### src/design/assert_macros.svh
// Assertion macros shared by the RTL of the mouse packet tracker.
// Define NO_ASSERTIONS to compile every macro below to nothing.
`ifndef ASSERT_MACROS_SVH
`define ASSERT_MACROS_SVH

`ifndef NO_ASSERTIONS

// Checks that a condition holds at every clock edge out of reset.
`define ASSERT_ALWAYS(label, cond, msg) \
  label: assert property (@(posedge clk) disable iff (rst) (cond)) else $error(msg);

// Checks that a condition in one cycle implies another in the next cycle.
`define ASSERT_NEXT(label, ante, cons, msg) \
  label: assert property (@(posedge clk) disable iff (rst) (ante) |=> (cons)) \
    else $error(msg);

`else

`define ASSERT_ALWAYS(label, cond, msg)
`define ASSERT_NEXT(label, ante, cons, msg)

`endif

`endif

### src/design/ps2mpt_pkg.sv
// Shared types and constants for the mouse packet tracker.
// Used by ps2mpt_axis and ps2_mouse_packet_tracker; depends on nothing.
package ps2mpt_pkg;

  // Width of a screen coordinate.
  localparam int COORD_BITS = 12;
  // Width of a screen size register.
  localparam int CFG_W = 13;
  // Width of the configuration register index.
  localparam int CFG_INDEX_W = 4;
  // Width of the arithmetic used for one axis update.
  localparam int AXIS_W = COORD_BITS + 2;
  // Width used to compare half a screen size against its limit.
  localparam int HALF_W = (CFG_W - 1 > COORD_BITS) ? CFG_W - 1 : COORD_BITS;
  // Largest half range that still keeps positions inside a coordinate.
  localparam logic [HALF_W-1:0] HALF_LIM = HALF_W'(1) << (COORD_BITS - 1);

  // Bit position of the always-one bit of a packet's first byte.
  localparam int SYNC_BIT = 3;

  // Reset sizes of the screen.
  localparam logic [CFG_W-1:0] WIDTH_RESET  = CFG_W'(1024);
  localparam logic [CFG_W-1:0] HEIGHT_RESET = CFG_W'(768);

  // Configuration register indexes.
  localparam logic [CFG_INDEX_W-1:0] REG_SCREEN_WIDTH  = CFG_INDEX_W'(0);
  localparam logic [CFG_INDEX_W-1:0] REG_SCREEN_HEIGHT = CFG_INDEX_W'(1);

  // Which byte of a packet is expected next.
  typedef enum logic [1:0] {
    PH_SYNC = 2'd0,
    PH_DX   = 2'd1,
    PH_DY   = 2'd2
  } phase_t;

  typedef logic signed [COORD_BITS-1:0] coord_t;

endpackage

### src/design/ps2mpt_axis.sv
// One axis update of the mouse packet tracker: add or subtract a delta, then clamp.
// Depends on ps2mpt_pkg for widths and the half-range limit.
module ps2mpt_axis import ps2mpt_pkg::*; (
  input  coord_t            cur,
  input  logic signed [7:0] delta,
  input  logic              subtract,
  input  logic [CFG_W-1:0]  size,
  output coord_t            new_pos
);

  logic [HALF_W-1:0]        half_raw;
  logic [COORD_BITS-1:0]    half_sat;
  logic signed [AXIS_W-1:0] half_s;
  logic signed [AXIS_W-1:0] cur_ext;
  logic signed [AXIS_W-1:0] delta_ext;
  logic signed [AXIS_W-1:0] sum;
  logic signed [AXIS_W-1:0] upper;
  logic signed [AXIS_W-1:0] clamped;

  // Half of the screen size, limited so the range fits a coordinate.
  always_comb begin
    half_raw = HALF_W'(size[CFG_W-1:1]);
    if (half_raw > HALF_LIM) begin
      half_sat = HALF_LIM[COORD_BITS-1:0];
    end else begin
      half_sat = half_raw[COORD_BITS-1:0];
    end
    half_s = signed'({2'b00, half_sat});
  end

  // Move by the delta, then apply the upper bound before the lower one.
  always_comb begin
    cur_ext   = AXIS_W'(cur);
    delta_ext = AXIS_W'(delta);
    if (subtract) begin
      sum = cur_ext - delta_ext;
    end else begin
      sum = cur_ext + delta_ext;
    end
    if (sum >= half_s) begin
      upper = half_s - AXIS_W'(1);
    end else begin
      upper = sum;
    end
    if (upper <= -half_s) begin
      clamped = -half_s;
    end else begin
      clamped = upper;
    end
    new_pos = clamped[COORD_BITS-1:0];
  end

endmodule

### src/design/ps2_mouse_packet_tracker.sv
// Mouse packet tracker: gathers raw mouse bytes into three-byte packets and
// tracks a clamped cursor position centered on the screen. It takes one byte
// per clock cycle unless stalled. Each byte is held in an input register, from
// which a packet's third byte writes its result into the output register. The
// input stalls only when a packet's last byte meets a result that is still
// waiting. A first byte with bit 3 clear is dropped to regain packet sync. The
// user must write the screen size registers through the cfg port only while
// no transaction is in flight; the block itself does not enforce this.
// Depends on ps2mpt_pkg, ps2mpt_axis and assert_macros.svh.
`include "assert_macros.svh"

module ps2_mouse_packet_tracker import ps2mpt_pkg::*; (
  input  logic                   clk,
  input  logic                   rst,
  // Raw byte input
  input  logic                   data_valid,
  output logic                   data_ready,
  input  logic [7:0]             data_byte,
  // Result output
  output logic                   result_valid,
  input  logic                   result_ready,
  output coord_t                 pos_x,
  output coord_t                 pos_y,
  output coord_t                 prev_x,
  output coord_t                 prev_y,
  output logic [7:0]             pkt_status,
  // Configuration writes
  input  logic                   cfg_valid,
  output logic                   cfg_ready,
  input  logic [CFG_INDEX_W-1:0] cfg_index,
  input  logic [CFG_W-1:0]       cfg_data
);

  logic             in_full;
  logic [7:0]       in_byte;
  phase_t           phase;
  phase_t           phase_next;
  logic [7:0]       held_status;
  logic [7:0]       held_dx;
  coord_t           cur_x;
  coord_t           cur_y;
  coord_t           last_x;
  coord_t           last_y;
  coord_t           new_x;
  coord_t           new_y;
  logic [CFG_W-1:0] screen_width;
  logic [CFG_W-1:0] screen_height;
  logic             adv;
  logic             emit;
  logic             take_status;
  logic             take_dx;

  // The held byte moves on unless it ends a packet and the output holds a result that is not being taken.
  assign adv        = in_full && ((phase != PH_DY) || !result_valid || result_ready);
  assign data_ready = !in_full || adv;
  assign cfg_ready  = 1'b1;

  // Input register.
  always_ff @(posedge clk) begin
    if (rst) begin
      in_full <= 1'b0;
    end else if (data_ready) begin
      in_full <= data_valid;
    end
    if (data_valid && data_ready) begin
      in_byte <= data_byte;
    end
  end

  // Configuration registers; writes to unknown indexes are dropped.
  always_ff @(posedge clk) begin
    if (rst) begin
      screen_width  <= WIDTH_RESET;
      screen_height <= HEIGHT_RESET;
    end else if (cfg_valid && cfg_ready) begin
      if (cfg_index == REG_SCREEN_WIDTH) begin
        screen_width <= cfg_data;
      end
      if (cfg_index == REG_SCREEN_HEIGHT) begin
        screen_height <= cfg_data;
      end
    end
  end

  // Packet phase: next state.
  always_comb begin
    phase_next = phase;
    if (adv) begin
      case (phase)
        PH_DX: begin
          phase_next = PH_DY;
        end
        PH_DY: begin
          phase_next = PH_SYNC;
        end
        default: begin
          phase_next = in_byte[SYNC_BIT] ? PH_DX : PH_SYNC;
        end
      endcase
    end
  end

  // Packet phase: actions taken on the held byte.
  always_comb begin
    emit        = 1'b0;
    take_status = 1'b0;
    take_dx     = 1'b0;
    if (adv) begin
      case (phase)
        PH_DX: begin
          take_dx = 1'b1;
        end
        PH_DY: begin
          emit = 1'b1;
        end
        default: begin
          take_status = in_byte[SYNC_BIT];
        end
      endcase
    end
  end

  // Axis updates: X adds its delta, Y subtracts it.
  ps2mpt_axis u_axis_x (
    .cur      (cur_x),
    .delta    (signed'(held_dx)),
    .subtract (1'b0),
    .size     (screen_width),
    .new_pos  (new_x)
  );

  ps2mpt_axis u_axis_y (
    .cur      (cur_y),
    .delta    (signed'(in_byte)),
    .subtract (1'b1),
    .size     (screen_height),
    .new_pos  (new_y)
  );

  // Packet state and position tracking.
  always_ff @(posedge clk) begin
    if (rst) begin
      phase       <= PH_SYNC;
      held_status <= 8'd0;
      held_dx     <= 8'd0;
      cur_x       <= '0;
      cur_y       <= '0;
      last_x      <= '0;
      last_y      <= '0;
    end else begin
      phase <= phase_next;
      if (take_status) begin
        held_status <= in_byte;
      end
      if (take_dx) begin
        held_dx <= in_byte;
      end
      if (emit) begin
        cur_x  <= new_x;
        cur_y  <= new_y;
        last_x <= new_x;
        last_y <= new_y;
      end
    end
  end

  // Result register.
  always_ff @(posedge clk) begin
    if (rst) begin
      result_valid <= 1'b0;
    end else if (emit) begin
      result_valid <= 1'b1;
    end else if (result_ready) begin
      result_valid <= 1'b0;
    end
    if (emit) begin
      pos_x      <= new_x;
      pos_y      <= new_y;
      prev_x     <= last_x;
      prev_y     <= last_y;
      pkt_status <= held_status;
    end
  end

  // The last byte of a packet always yields a result on the next edge.
  `ASSERT_NEXT(a_dy_emits, adv && (phase == PH_DY), result_valid,
               "packet end did not produce a result")
  // The X byte is always followed by a wait for the Y byte.
  `ASSERT_NEXT(a_dx_to_dy, adv && (phase == PH_DX), phase == PH_DY,
               "phase did not move from X byte to Y byte")
  // A held byte only stalls when it ends a packet and a result is waiting.
  `ASSERT_ALWAYS(a_stall_cause,
                 !(in_full && !adv) || ((phase == PH_DY) && result_valid && !result_ready),
                 "input register stalled without a waiting result")

endmodule
### config.mk
export PLATFORM = sky130hd
export DESIGN_NAME = ps2_mouse_packet_tracker
export DESIGN_NICKNAME = d
export VERILOG_FILES = /design/src/design/ps2mpt_pkg.sv /design/src/design/ps2mpt_axis.sv /design/src/design/ps2_mouse_packet_tracker.sv
export VERILOG_INCLUDE_DIRS = /design/src /design/src/design
export SDC_FILE = /design/constraint.sdc
export NUM_CORES = 1
export LEC_CHECK = 0
export ABC_AREA = 1
export BUFFER_PORTS_ARGS = -buffer_cell sky130_fd_sc_hd__buf_4
export CAP_MARGIN = 30
export CORE_ASPECT_RATIO = 0.75
export CORE_UTILIZATION = 60
export DETAILED_ROUTE_END_ITERATION = 10
export GPL_TIMING_DRIVEN = 0
export PLACE_DENSITY = 0.81
export SETUP_SLACK_MARGIN = 0.02
export SLEW_MARGIN = 40
export SYNTH_ARGS = -nofsm -noshare
export SYNTH_HDL_FRONTEND = slang
export SYNTH_SLANG_ARGS = --single-unit
### constraint.sdc
create_clock -name clk -period 5.49 [get_ports clk]
set_input_delay 1.098 -clock clk [delete_from_list [all_inputs] [get_ports clk]]
set_output_delay 1.098 -clock clk [all_outputs]
set_load 0.02 [all_outputs]
# ---- Word level (Yosys, flattened, before mapping)
# Cells that the tools add are included.
dict set report totals {
  regBits 134
  inputBits 30
  output_inout_bits 59
  word_cells 59
}
dict set report classes {
  addsub 6
  order_cmp 6
  eq_ne 4
  muxes 16
  n_reduce_logical 12
}
# cell n
set op_table {}
lappend op_table {{12-bit 2-to-1 mux} 4}
lappend op_table {{14-bit by 13-bit >= comparator with 1-bit output} 2}
lappend op_table {{14-bit less-or-equal comparator} 2}
lappend op_table {{14-bit 2-to-1 mux} 2}
lappend op_table {{12-bit negation with 14-bit output} 2}
lappend op_table {{12-bit by 1-bit subtractor with 13-bit output (second input constant)} 2}
lappend op_table {{12-bit > comparator (second input constant)} 2}
lappend op_table {{12-bit by 8-bit adder with 13-bit output} 1}
lappend op_table {{12-bit by 8-bit subtractor with 13-bit output} 1}
lappend op_table {{1-bit 2-to-1 mux} 9}
lappend op_table {{4-bit by 1-bit equality test with 1-bit output (second input constant)} 1}
lappend op_table {{4-bit logical NOT} 1}
lappend op_table {{2-bit case mux with 2 select lines} 1}
lappend op_table {{2-bit AND reduction} 2}
lappend op_table {{1-bit logical OR} 3}
lappend op_table {{2-bit by 1-bit equality test with 1-bit output (second input constant)} 1}
lappend op_table {{2-bit equality test (second input constant)} 1}
lappend op_table {{1-bit logical AND} 2}
lappend op_table {{1-bit logical NOT} 2}
lappend op_table {{2-bit inequality test (second input constant)} 1}
lappend op_table {{2-bit nonzero test} 1}
lappend op_table {{2-bit OR reduction} 1}

# ---- Depth between registers and ports, before layout
# Gate-level depths: netlist (run 1).
dict set report logic_depth {
  depth_word 6
  depth_mapped 39
  ltp_nobuf 36
}

# ---- Hierarchy
# A second synthesis (run 1) with hierarchy kept.
dict set report unflattened {
  hier_cells 1352
  hier_area_um2 9576.7
}
# module n_inst cells_each area_per_inst_um2 seq_area_each_um2
set by_module_without_submodules {}
lappend by_module_without_submodules {ps2_mouse_packet_tracker 1 534 5042.3 3323.2}
lappend by_module_without_submodules {{ps2mpt_axis at u_axis_y} 1 410 2282.2 0.0}
lappend by_module_without_submodules {{ps2mpt_axis at u_axis_x} 1 408 2252.2 0.0}

# ---- Worst setup path after synthesis (run 1)
# OpenSTA, ideal clock, no wires.
dict set report synth_path {
  path_type {reg-to-reg}
  from {register held_dx[0]}
  to {register last_x[10]}
  setup_ns 0.112
  t_arrival_ns 4.169
  required_ns 5.378
  slack_ns 1.209
  stages_incl_launch_ff 36
  n_path_buf 2
  path_cell_list {dfxtp_1 -> ha_1 -> fa_1 -> a21oi_1 -> o21ai_0 -> xor2_1 -> inv_1 -> ha_1 -> nand2_1 -> nor2_1 -> nand2_1 -> nor2_1 -> nor2_1 -> nand2_1 -> nand2_1 -> nand2_1 -> nand2_1 -> nand2_1 -> buf_2 -> nand3_1 -> nand2_1 -> inv_1 -> ha_1 -> nand2_1 -> inv_1 -> o21ai_0 -> o211ai_1 -> nand3_1 -> nand3_1 -> nand2_1 -> inv_1 -> buf_1 -> nand3_1 -> nand3_1 -> nand2_1 -> inv_1}
}
dict set report synth_between {
  elab_chain_cells 5
}
# element line_no
set synth_lines {}
lappend synth_lines {{start: declaration} ps2_mouse_packet_tracker.sv:39} ;# logic [7:0] held_dx;
lappend synth_lines {{start signal: assignment} ps2_mouse_packet_tracker.sv:156} ;# held_dx <= in_byte;
lappend synth_lines {{12-bit by 8-bit adder with 13-bit output *} ps2mpt_axis.sv:38} ;# sum = cur_ext + delta_ext;
lappend synth_lines {{14-bit by 13-bit >= comparator with 1-bit output} ps2mpt_axis.sv:40} ;# if (sum >= half_s) begin
lappend synth_lines {{14-bit 2-to-1 mux *} ps2mpt_axis.sv:40}
lappend synth_lines {{14-bit less-or-equal comparator} ps2mpt_axis.sv:45} ;# if (upper <= -half_s) begin
lappend synth_lines {{12-bit 2-to-1 mux *} ps2mpt_axis.sv:45}
lappend synth_lines {{end signal: assignment} ps2_mouse_packet_tracker.sv:161} ;# last_x <= new_x;
lappend synth_lines {{end: declaration} ps2_mouse_packet_tracker.sv:42} ;# coord_t last_x;
# Every way passes the cells marked *; elsewhere a longest branch is shown, timed or not.
# A chain may end at the register's enable or synchronous reset.

# ---- Worst setup path in the final report (run 1)
dict set report layout_path {
  from {register in_byte[0]}
  to {register last_y[8]}
}
dict set report layout_between {
  elab_chain_cells 5
}
# element line_no
set layout_lines {}
lappend layout_lines {{start: declaration} ps2_mouse_packet_tracker.sv:35} ;# logic [7:0] in_byte;
lappend layout_lines {{start signal: assignment} ps2_mouse_packet_tracker.sv:66} ;# in_byte <= data_byte;
lappend layout_lines {{12-bit by 8-bit subtractor with 13-bit output *} ps2mpt_axis.sv:36} ;# sum = cur_ext - delta_ext;
lappend layout_lines {{14-bit by 13-bit >= comparator with 1-bit output} ps2mpt_axis.sv:40}
lappend layout_lines {{14-bit 2-to-1 mux *} ps2mpt_axis.sv:40}
lappend layout_lines {{14-bit less-or-equal comparator} ps2mpt_axis.sv:45}
lappend layout_lines {{12-bit 2-to-1 mux *} ps2mpt_axis.sv:45}
lappend layout_lines {{end signal: assignment} ps2_mouse_packet_tracker.sv:162} ;# last_y <= new_y;
lappend layout_lines {{end: declaration} ps2_mouse_packet_tracker.sv:43} ;# coord_t last_y;
# Marked as above.

==> results of run 1 <==
[cells by family after synthesis]
kind of cell               Yosys count  synth area share [%]
buffers and inverters              209                  9.46
AOI/OAI and AO/OA                  175                  11.5
xor gates and xnor gates            33                  3.39
adders and majority gates           84                  12.2
DFF                                132                  37.6
and+or+nand+nor                    526                  25.8
other                                1                0.0429
[sequential cells by signal, indices dropped and copies added (netlist names), 8 cells and up]
| signal | cells |
|---|---|
| last_x | 12 |
| last_y | 12 |
| pos_x | 12 |
| pos_y | 12 |
| prev_x | 12 |
| prev_y | 12 |
| screen_height | 12 |
| screen_width | 12 |
| held_dx | 8 |
| held_status | 8 |
| in_byte | 8 |
| pkt_status | 8 |
[layout make-up]
cell class	count	area, µm²
Sequential cell	132	3280
Buffer	29	166
Inverter	179	678
Clock inverter	15	144
Fill cell	1110	3560
Multi-Input combinational cell	819	4730
Timing Repair Buffer	96	746
Tap cell	195	244
Clock buffer	17	425
[repair_timing]
action / 4_1_cts / 5_1_grt
hold buffers: 0 / 0
gates resized for setup: 0 / 37
setup endpoints to repair: 8 / 48
setup buffers: 0 / 9
pin swaps: 0 / 3
gates cloned: 0 / 0
[cell usage in the layout, fill, tap and decap left out, types with 3 or more instances in the layout]
cell,Yosys,final
nand4_1,10,10
clkbuf_16,0,17
nor2_2,3,4
inv_6,0,7
ha_1,82,76
o21ai_1,4,7
edfxtp_1,64,64
buf_2,7,5
nand3_2,5,5
buf_4,4,98
o21ai_2,8,10
nand2_1,293,291
nor3_1,6,6
ha_2,0,3
inv_1,175,174
dfxtp_1,68,68
o21ai_0,48,43
a21oi_2,0,5
a21oi_1,74,69
o211ai_1,3,3
clkinvlp_4,0,3
ha_4,0,3
xor2_1,26,25
nor2_1,80,79
and2_1,3,3
xnor2_1,6,6
nand2_2,13,15
clkbuf_1,15,12
a21o_1,3,3
o21a_1,25,25
nand3_1,104,104
[worst max-delay path: cells and delay by family (launching register included)]
kind | cells | cell delay, ns
AOI/OAI and AO/OA | 4 | 0.57
xor gates and xnor gates | 1 | 0.18
adders and majority gates | 4 | 1.19
buffers and inverters | 5 | 0.69
DFF | 1 | 0.42
and+or+nand+nor | 16 | 1.99
[how the worst max path moves through the flow]
stage | to | startpoint
2_1_floorplan | last_x[10] | held_dx[0]
3_3_place_gp | last_x[6] | last_x[0]
3_5_place_dp | last_x[6] | last_x[0]
4_1_cts | last_y[8] | in_byte[0]
5_1_grt | last_x[5] | last_x[5]
6_report | last_y[8] | in_byte[0]
[layer usage]
metal	up-vias	track usage [%]
li1	4021	-
met1	3682	48.8
met2	446	44.3
met3	36	8.06
met4	0	8.53
met5	-	0
[power by group through the flow]
| stage | combinational [mW] | clock (mW) | sequential (mW) |
|---|---|---|---|
| 3_5_place_dp | 0.449 | 0 | 1.09 |
| 4_1_cts | 0.455 | 1.11 | 1.07 |
| 3_3_place_gp | 0.436 | 0 | 1.09 |
| 2_1_floorplan | 0.324 | 0 | 1.08 |
| 5_1_grt | 0.535 | 1.15 | 1.07 |
| 6_report | 0.481 | 1.10 | 1.07 |
==> flow_summary.html, run 1 <==
<table>
<tr><th>Metric</th><th>Value</th></tr>
<tr><th colspan="2">Timing</th></tr>
<tr><td>Peak clock frequency supported by timing</td><td>194 MHz</td></tr>
<tr><td>Worst setup skew after layout</td><td>0.00893 ns</td></tr>
<tr><td>Final worst slack</td><td>0.346 ns</td></tr>
<tr><td>Final worst hold slack</td><td>0.430 ns</td></tr>
<tr><td>Slew headroom</td><td>57.3%</td></tr>
<tr><td>Worst-margin pin slew</td><td>0.641 ns</td></tr>
<tr><td>Share of the clock period used by the worst path</td><td>93.7%</td></tr>
<tr><td>Sum Neg Setup Slack</td><td>0 ns</td></tr>
<tr><td>Total of endpoints with negative setup slack in the final report</td><td>0</td></tr>
<tr><td>Number of max-slew violations in the final report</td><td>0</td></tr>
<tr><td>Final Critical Period</td><td>5.14 ns</td></tr>
<tr><td>Final Hold Viols</td><td>0</td></tr>
<tr><th colspan="2">Synthesis</th></tr>
<tr><td>Sequential cell area fraction in the yosys report</td><td>37.6%</td></tr>
<tr><td>Top post-synthesis cells by count</td><td>nand2_1 (293), inv_1 (175), nand3_1 (104)</td></tr>
<tr><td>Dominant register cell in the synthesized netlist</td><td>dfxtp_1</td></tr>
<tr><td>Count of mapped cells out of synthesis</td><td>1160</td></tr>
<tr><td>Ranking of synthesized cells by area</td><td>edfxtp_1 (22%), dfxtp_1 (16%), nand2_1 (13%)</td></tr>
<tr><td>Avg Cell Area, Syn</td><td>7.54 µm²</td></tr>
<tr><td>Cell Area, Synth</td><td>8740 µm²</td></tr>
<tr><td>Proportion of netlist area held by the largest area contributor</td><td>22.0%</td></tr>
<tr><td>Post-synth EDFFs</td><td>64</td></tr>
<tr><td>Ys async rst share</td><td>0%</td></tr>
<tr><td>Count of different cell masters after synthesis</td><td>47</td></tr>
<tr><td>Net Count, Synth</td><td>1274</td></tr>
<tr><td>Leading area contributor after synthesis</td><td>edfxtp_1</td></tr>
<tr><td>Yosys warns</td><td>0</td></tr>
<tr><td>Flops &amp; latches, synth</td><td>132</td></tr>
<tr><td>Cell with the most instances after synthesis</td><td>nand2_1</td></tr>
<tr><th colspan="2">Floorplanning</th></tr>
<tr><td>Core footprint</td><td>14000 µm²</td></tr>
<tr><td>Area of the die</td><td>15100 µm²</td></tr>
<tr><td>Die boundary height</td><td>107 µm</td></tr>
<tr><td>Floorplan die width</td><td>141 µm</td></tr>
<tr><td>IO Count</td><td>89</td></tr>
<tr><td>Std cell rows</td><td>37</td></tr>
<tr><td>Initial Utilization</td><td>62.5%</td></tr>
<tr><th colspan="2">GRT</th></tr>
<tr><td>Global-route wire length before repair</td><td>36500 µm</td></tr>
<tr><td>Via count of the first global-routing pass</td><td>7161</td></tr>
<tr><td>Antenna violations before repair</td><td>0</td></tr>
<tr><td>Grt total ovfl</td><td>0</td></tr>
<tr><td>GRT Overall Usage</td><td>32.0%</td></tr>
<tr><td>Pin count of the biggest net entering global routing</td><td>39</td></tr>
<tr><th colspan="2">Cells and area</th></tr>
<tr><td>Core occupancy in the finished layout</td><td>74.5%</td></tr>
<tr><td>Number of antenna cells inserted</td><td>0</td></tr>
<tr><td>Final instance area</td><td>10400 µm²</td></tr>
<tr><td>Nets@finish</td><td>1388</td></tr>
<tr><td>Fraction of layout cells with a size suffix above 1</td><td>15.6%</td></tr>
<tr><td>P&amp;R area growth vs syn</td><td>19.2%</td></tr>
<tr><td>Filler-free cell count of the finished design</td><td>1482</td></tr>
<tr><th colspan="2">Pwr</th></tr>
<tr><td>Sequential power share</td><td>40.3%</td></tr>
<tr><td>Ratio of total power to cell area</td><td>254 nW/µm²</td></tr>
<tr><td>IR Drop Worst-Case VDD</td><td>214 µV</td></tr>
<tr><td>Design internal power</td><td>1.86 mW</td></tr>
<tr><td>Clock network fraction of design power</td><td>41.5%</td></tr>
<tr><td>Share of power burned in combinational logic</td><td>18.2%</td></tr>
<tr><td>Sw Ratio</td><td>29.9%</td></tr>
<tr><td>Psw</td><td>0.791 mW</td></tr>
<tr><td>Static power due to leakage</td><td>5.16 nW</td></tr>
<tr><td>Final total power</td><td>2.65 mW</td></tr>
<tr><th colspan="2">Worst hold path</th></tr>
<tr><td>Sink of the worst hold path</td><td>pkt_status[4]</td></tr>
<tr><td>Origin of the worst min-delay path</td><td>held_status[4]</td></tr>
<tr><td>Hold depth</td><td>0</td></tr>
<tr><td>Type of the most critical hold path</td><td>reg -&gt; reg</td></tr>
<tr><th colspan="2">Detailed routing</th></tr>
<tr><td>Wire length on met2</td><td>9380 µm</td></tr>
<tr><td>Wire length after detailed routing</td><td>23500 µm</td></tr>
<tr><td>Remaining routing DRC violations</td><td>0</td></tr>
<tr><td>Total via count after detailed routing</td><td>8185</td></tr>
<tr><td>First-iteration detailed-routing DRC count</td><td>916</td></tr>
<tr><td>Antenna violation net count after detailed routing</td><td>0</td></tr>
<tr><td>Detail Route met3 WL</td><td>2760 µm</td></tr>
<tr><td>Count of TritonRoute iterations in the first routing pass</td><td>5</td></tr>
<tr><td>Average detailed-routed wire length per instance</td><td>15.8 µm</td></tr>
<tr><td>Top layer reached by signal wires</td><td>met4</td></tr>
<tr><td>Wire length on met1</td><td>10900 µm</td></tr>
<tr><td>Via density</td><td>5.52</td></tr>
<tr><th colspan="2">CTS</th></tr>
<tr><td>Latest clock arrival within the worst-skew pair</td><td>0.43 ns</td></tr>
<tr><td>Reg clk slew, reported paths</td><td>0.06 ns</td></tr>
<tr><td>CTS sink count</td><td>132</td></tr>
<tr><td>Number of buffers between clock root and the deepest sink</td><td>2</td></tr>
<tr><td>TritonCTS clock tree</td><td>done</td></tr>
<tr><td>Clock buffers created by TritonCTS</td><td>17</td></tr>
<tr><td>H-tree Lvls</td><td>4</td></tr>
<tr><td>Clock root buffer</td><td>clkbuf_16</td></tr>
<tr><th colspan="2">Placement</th></tr>
<tr><td>Routability congestion estimate from global placement</td><td>0.934</td></tr>
<tr><td>Placed insts</td><td>1442</td></tr>
<tr><td>Placed cell area</td><td>9660 µm²</td></tr>
<tr><td>Pre-CTS setup slack</td><td>-0.0127 ns</td></tr>
<tr><td>Number of buffer cells added on primary ports</td><td>86</td></tr>
<tr><td>HPWL Detailed</td><td>18100 µm</td></tr>
<tr><th colspan="2">Setup path</th></tr>
<tr><td>Category of the critical setup timing path</td><td>reg -&gt; reg</td></tr>
<tr><td>Element type at the critical path end</td><td>flop</td></tr>
<tr><td>Critical path data arrival time</td><td>5.47 ns</td></tr>
<tr><td>Critical path data required time</td><td>5.81 ns</td></tr>
<tr><td>Worst path max stage delay</td><td>0.44 ns</td></tr>
<tr><td>FF-to-FF Start</td><td>in_byte[0]</td></tr>
<tr><td>Reg-to-reg setup timing slack</td><td>0.35 ns</td></tr>
<tr><td>Crit-path most repeated cell</td><td>nand2_1</td></tr>
<tr><td>Slowest library cell on the worst path</td><td>fa_1</td></tr>
<tr><td>End of the worst register-to-register path</td><td>last_y[8]</td></tr>
<tr><td>Number of cell instances on the worst register-to-register path</td><td>30</td></tr>
<tr><td>Critical path startpoint category</td><td>flop</td></tr>
<tr><td>Maximum fanout encountered on the critical timing path</td><td>10</td></tr>
<tr><th colspan="2">Flow run</th></tr>
<tr><td>Count of maximum capacitance violations</td><td>0</td></tr>
<tr><th colspan="2">Outcome</th></tr>
<tr><td>Run status</td><td>completed</td></tr>
</table>
Note: power is estimated with default switching activity, not from simulation.
==> run 2: changes to the inputs <==
ABC_AREA = default   (was 1)
==> run 2 against run 1 <==
Compared with the run above:
- core utilization grew 5.6 points
- critical endpoint is now pos_y[1]
- worst setup slack lost 0.64 ns
- register-to-register slack lost 0.64 ns
- die area shrank 8.0%
- the run now ends with negative setup slack left
- total power grew 1.9%
- hold slack gained 0.0058 ns
==> flow_summary.html, run 2 <==
<table>
<tr><th>Metric</th><th>Value</th></tr>
<tr><th colspan="2">Floorplanning</th></tr>
<tr><td>Floorplan die width</td><td>136 µm</td></tr>
<tr><td>Area of the die</td><td>13900 µm²</td></tr>
<tr><td>IO Count</td><td>89</td></tr>
<tr><td>Core footprint</td><td>13000 µm²</td></tr>
<tr><td>Die boundary height</td><td>102 µm</td></tr>
<tr><td>Initial Utilization</td><td>61.7%</td></tr>
<tr><td>Std cell rows</td><td>36</td></tr>
<tr><th colspan="2">GRT</th></tr>
<tr><td>Global-route wire length before repair</td><td>35600 µm</td></tr>
<tr><td>GRT Overall Usage</td><td>34.7%</td></tr>
<tr><td>Pin count of the biggest net entering global routing</td><td>40</td></tr>
<tr><td>Grt total ovfl</td><td>0</td></tr>
<tr><td>Antenna violations before repair</td><td>0</td></tr>
<tr><td>Via count of the first global-routing pass</td><td>6762</td></tr>
<tr><th colspan="2">Pwr</th></tr>
<tr><td>Static power due to leakage</td><td>4.34 nW</td></tr>
<tr><td>Psw</td><td>0.782 mW</td></tr>
<tr><td>Ratio of total power to cell area</td><td>259 nW/µm²</td></tr>
<tr><td>Sw Ratio</td><td>29.0%</td></tr>
<tr><td>IR Drop Worst-Case VDD</td><td>262 µV</td></tr>
<tr><td>Final total power</td><td>2.70 mW</td></tr>
<tr><td>Design internal power</td><td>1.92 mW</td></tr>
<tr><td>Sequential power share</td><td>39.3%</td></tr>
<tr><td>Share of power burned in combinational logic</td><td>19.3%</td></tr>
<tr><td>Clock network fraction of design power</td><td>41.4%</td></tr>
<tr><th colspan="2">Cells and area</th></tr>
<tr><td>Number of antenna cells inserted</td><td>0</td></tr>
<tr><td>Reg area</td><td>3290 µm²</td></tr>
<tr><td>Highest-count cells in the layout ignoring fill and taps</td><td>buf_4 (115), nor2_1 (97), nand2_1 (73)</td></tr>
<tr><td>Final-layout fill cell count</td><td>777</td></tr>
<tr><td>Nets@finish</td><td>1103</td></tr>
<tr><td>Final instance area</td><td>10400 µm²</td></tr>
<tr><td>P&amp;R area growth vs syn</td><td>29.8%</td></tr>
<tr><td>Multi-input combinational cell area</td><td>5050 µm²</td></tr>
<tr><td>Core occupancy in the finished layout</td><td>80.1%</td></tr>
<tr><td>Filler-free cell count of the finished design</td><td>1173</td></tr>
<tr><td>Fraction of layout cells with a size suffix above 1</td><td>27.8%</td></tr>
<tr><td>Most common cell after layout, fill and taps aside</td><td>buf_4</td></tr>
<tr><th colspan="2">Detailed routing</th></tr>
<tr><td>Wire length after detailed routing</td><td>25300 µm</td></tr>
<tr><td>Remaining routing DRC violations</td><td>0</td></tr>
<tr><td>Antenna violation net count after detailed routing</td><td>0</td></tr>
<tr><td>First-iteration detailed-routing DRC count</td><td>863</td></tr>
<tr><td>Average detailed-routed wire length per instance</td><td>21.5 µm</td></tr>
<tr><td>Count of TritonRoute iterations in the first routing pass</td><td>7</td></tr>
<tr><td>Via density</td><td>6.38</td></tr>
<tr><td>Total via count after detailed routing</td><td>7485</td></tr>
<tr><th colspan="2">Worst hold path</th></tr>
<tr><td>Sink of the worst hold path</td><td>pkt_status[2]</td></tr>
<tr><td>Type of the most critical hold path</td><td>reg -&gt; reg</td></tr>
<tr><td>Origin of the worst min-delay path</td><td>held_status[2]</td></tr>
<tr><td>Hold depth</td><td>0</td></tr>
<tr><th colspan="2">Synthesis</th></tr>
<tr><td>Simple-Gate Fraction of Synth Area</td><td>16.3%</td></tr>
<tr><td>Ys async rst share</td><td>0%</td></tr>
<tr><td>Count of mapped cells out of synthesis</td><td>850</td></tr>
<tr><td>Xor-xnor portion of the synthesized cell area</td><td>3.60%</td></tr>
<tr><td>Count of different cell masters after synthesis</td><td>63</td></tr>
<tr><td>Cell Area, Synth</td><td>8030 µm²</td></tr>
<tr><td>Compound-Gate Fraction of Synth Area</td><td>15.6%</td></tr>
<tr><td>Top post-synthesis cells by count</td><td>nor2_1 (101), ha_1 (82), nand2_1 (78)</td></tr>
<tr><td>Largest family of logic cells by synthesized area</td><td>simple AND/OR/NAND/NOR gates</td></tr>
<tr><td>Cell with the most instances after synthesis</td><td>nor2_1</td></tr>
<tr><td>Multiplexer share of the synthesized area</td><td>6.61%</td></tr>
<tr><td>Proportion of netlist area held by the largest area contributor</td><td>23.9%</td></tr>
<tr><td>Dominant register cell in the synthesized netlist</td><td>dfxtp_1</td></tr>
<tr><td>Sequential cell area fraction in the yosys report</td><td>40.9%</td></tr>
<tr><td>Ranking of synthesized cells by area</td><td>edfxtp_1 (24%), dfxtp_1 (17%), ha_1 (13%)</td></tr>
<tr><td>Leading area contributor after synthesis</td><td>edfxtp_1</td></tr>
<tr><td>Avg Cell Area, Syn</td><td>9.45 µm²</td></tr>
<tr><td>Yosys warns</td><td>0</td></tr>
<tr><td>Post-synth EDFFs</td><td>64</td></tr>
<tr><td>Flops &amp; latches, synth</td><td>132</td></tr>
<tr><td>Net Count, Synth</td><td>964</td></tr>
<tr><td>Adder and majority gate portion of the synthesized area</td><td>13.3%</td></tr>
<tr><th colspan="2">Placement</th></tr>
<tr><td>Pre-CTS setup slack</td><td>-1.13 ns</td></tr>
<tr><td>Placed cell area</td><td>8930 µm²</td></tr>
<tr><td>Routability congestion estimate from global placement</td><td>0.947</td></tr>
<tr><td>Placed insts</td><td>1107</td></tr>
<tr><td>Number of buffer cells added on primary ports</td><td>85</td></tr>
<tr><td>HPWL Detailed</td><td>16100 µm</td></tr>
<tr><th colspan="2">CTS</th></tr>
<tr><td>H-tree Lvls</td><td>4</td></tr>
<tr><td>Number of buffers between clock root and the deepest sink</td><td>2</td></tr>
<tr><td>CTS sink count</td><td>132</td></tr>
<tr><td>Reg clk slew, reported paths</td><td>0.06 ns</td></tr>
<tr><td>TritonCTS clock tree</td><td>done</td></tr>
<tr><td>Clock root buffer</td><td>clkbuf_16</td></tr>
<tr><td>Cts hold-fix bufs</td><td>0</td></tr>
<tr><td>Clock buffers created by TritonCTS</td><td>17</td></tr>
<tr><td>Latest clock arrival within the worst-skew pair</td><td>0.44 ns</td></tr>
<tr><th colspan="2">Setup path</th></tr>
<tr><td>Category of the critical setup timing path</td><td>reg -&gt; reg</td></tr>
<tr><td>Number of cell instances on the worst register-to-register path</td><td>25</td></tr>
<tr><td>FF-to-FF Start</td><td>in_byte[0]</td></tr>
<tr><td>Maximum fanout encountered on the critical timing path</td><td>7</td></tr>
<tr><td>Reg-to-reg setup timing slack</td><td>-0.30 ns</td></tr>
<tr><td>Critical path data required time</td><td>5.64 ns</td></tr>
<tr><td>Critical path data arrival time</td><td>5.94 ns</td></tr>
<tr><td>Critical path startpoint category</td><td>flop</td></tr>
<tr><td>End of the worst register-to-register path</td><td>pos_y[1]</td></tr>
<tr><td>Element type at the critical path end</td><td>flop</td></tr>
<tr><th colspan="2">Timing</th></tr>
<tr><td>Slew headroom</td><td>40.1%</td></tr>
<tr><td>RSZ-0062 raised after global routing</td><td>yes</td></tr>
<tr><td>Final worst hold slack</td><td>0.436 ns</td></tr>
<tr><td>Peak clock frequency supported by timing</td><td>173 MHz</td></tr>
<tr><td>Worst-margin pin slew</td><td>0.888 ns</td></tr>
<tr><td>Final worst slack</td><td>-0.297 ns</td></tr>
<tr><td>Total of endpoints with negative setup slack in the final report</td><td>24</td></tr>
<tr><td>Final Hold Viols</td><td>0</td></tr>
<tr><td>Final Critical Period</td><td>5.79 ns</td></tr>
<tr><td>Sum Neg Setup Slack</td><td>-4.40 ns</td></tr>
<tr><td>Number of max-slew violations in the final report</td><td>0</td></tr>
<tr><td>Worst setup skew after layout</td><td>0.00711 ns</td></tr>
<tr><td>Share of the clock period used by the worst path</td><td>105%</td></tr>
<tr><th colspan="2">Outcome</th></tr>
<tr><td>Run status</td><td>complete, but fails checks</td></tr>
<tr><td>Failing checks</td><td>negative setup slack</td></tr>
<tr><th colspan="2">Flow run</th></tr>
<tr><td>Count of maximum capacitance violations</td><td>0</td></tr>
</table>
run 2: cell count changes in the layout (fill, tap and decap cells not counted), moves of 18 or more:
| cell | previous run | this run |
|---|---|---|
| nor2_1 | 79 | 97 |
| mux2i_1 | 0 | 28 |
| inv_1 | 174 | 38 |
| nand3_1 | 104 | 21 |
| nand2_1 | 291 | 73 |
| o21ai_0 | 43 | 25 |
run 2: worst max-delay path, cell delays in order, from the launching register on:
cell,delay [ns]
edfxtp_1,0.43
ha_2,0.22
inv_2,0.04
fa_2,0.37
a211oi_4,0.29
o21ai_2,0.12
a21oi_4,0.19
o21bai_4,0.09
and4_4,0.16
nor3_4,0.32
inv_2,0.08
ha_4,0.26
nand3_4,0.10
o221ai_2,0.10
a21oi_2,0.20
o31ai_4,0.11
nand2_4,0.15
buf_8,0.17
mux2_4,0.33
ha_1,0.23
or3_1,0.41
o211ai_1,0.26
a21oi_2,0.13
nor2_2,0.22
a21oi_2,0.10
a221o_1,0.43
run 2: power groups by stage:
stage | clock, mW | combinational [mW] | sequential [mW]
CTS | 1.11 | 0.432 | 1.06
floorplan | 0 | 0.261 | 1.08
global route | 1.16 | 0.547 | 1.06
finish | 1.12 | 0.520 | 1.06
global placement | 0 | 0.360 | 1.08
detailed placement | 0 | 0.368 | 1.08
run 2: routing by layer:
| metal | global-route usage (%) | vias to the layer above | share of wire, % |
|---|---|---|---|
| met2 | 51.2 | 490 | 43 |
| met5 | 0 | - | 0 |
| li1 | - | 3361 | - |
| met3 | 10.3 | 95 | 12 |
| met1 | 48.2 | 3539 | 42 |
| met4 | 12.6 | 0 | 3.3 |
run 2: layout make-up:
cell class,count,share of cell area (%)
flip-flops and latches,132,31.6
well taps,171,2.05
clock buffers,21,4.72
clock inverters,11,0.864
repair buffers,121,9.17
plain buffers,28,1.62
multi-input cells,646,48.4
inverters,43,1.55
run 2: timing repair:
| action | CTS | global route |
|---|---|---|
| endpoints found under the setup margin | 48 | 48 |
| setup buffers | 22 | 13 |
| gates cloned | 0 | 0 |
| pin swaps | 24 | 45 |
| resized for setup | 67 | 78 |
run 2: worst max-delay path by stage:
stage | to | from | slack [ns] | depth (start not counted)
floorplan | last_y[11] | in_byte[0] | 0.03 | 27
global placement | pos_y[3] | in_byte[0] | -1.13 | 28
detailed placement | pos_y[3] | in_byte[0] | -1.13 | 28
CTS | pos_y[11] | in_byte[0] | -0.11 | 27
global route | pos_y[11] | in_byte[0] | -0.39 | 29
finish | pos_y[1] | in_byte[0] | -0.30 | 25
run 2: kinds of logic after synthesis:
kind of cell / after synthesis
compound gates: 194
xor+xnor: 33
fa+ha+maj: 84
buf+inv: 72
flops: 132
mux: 50
other cells: 1
simple gates: 284
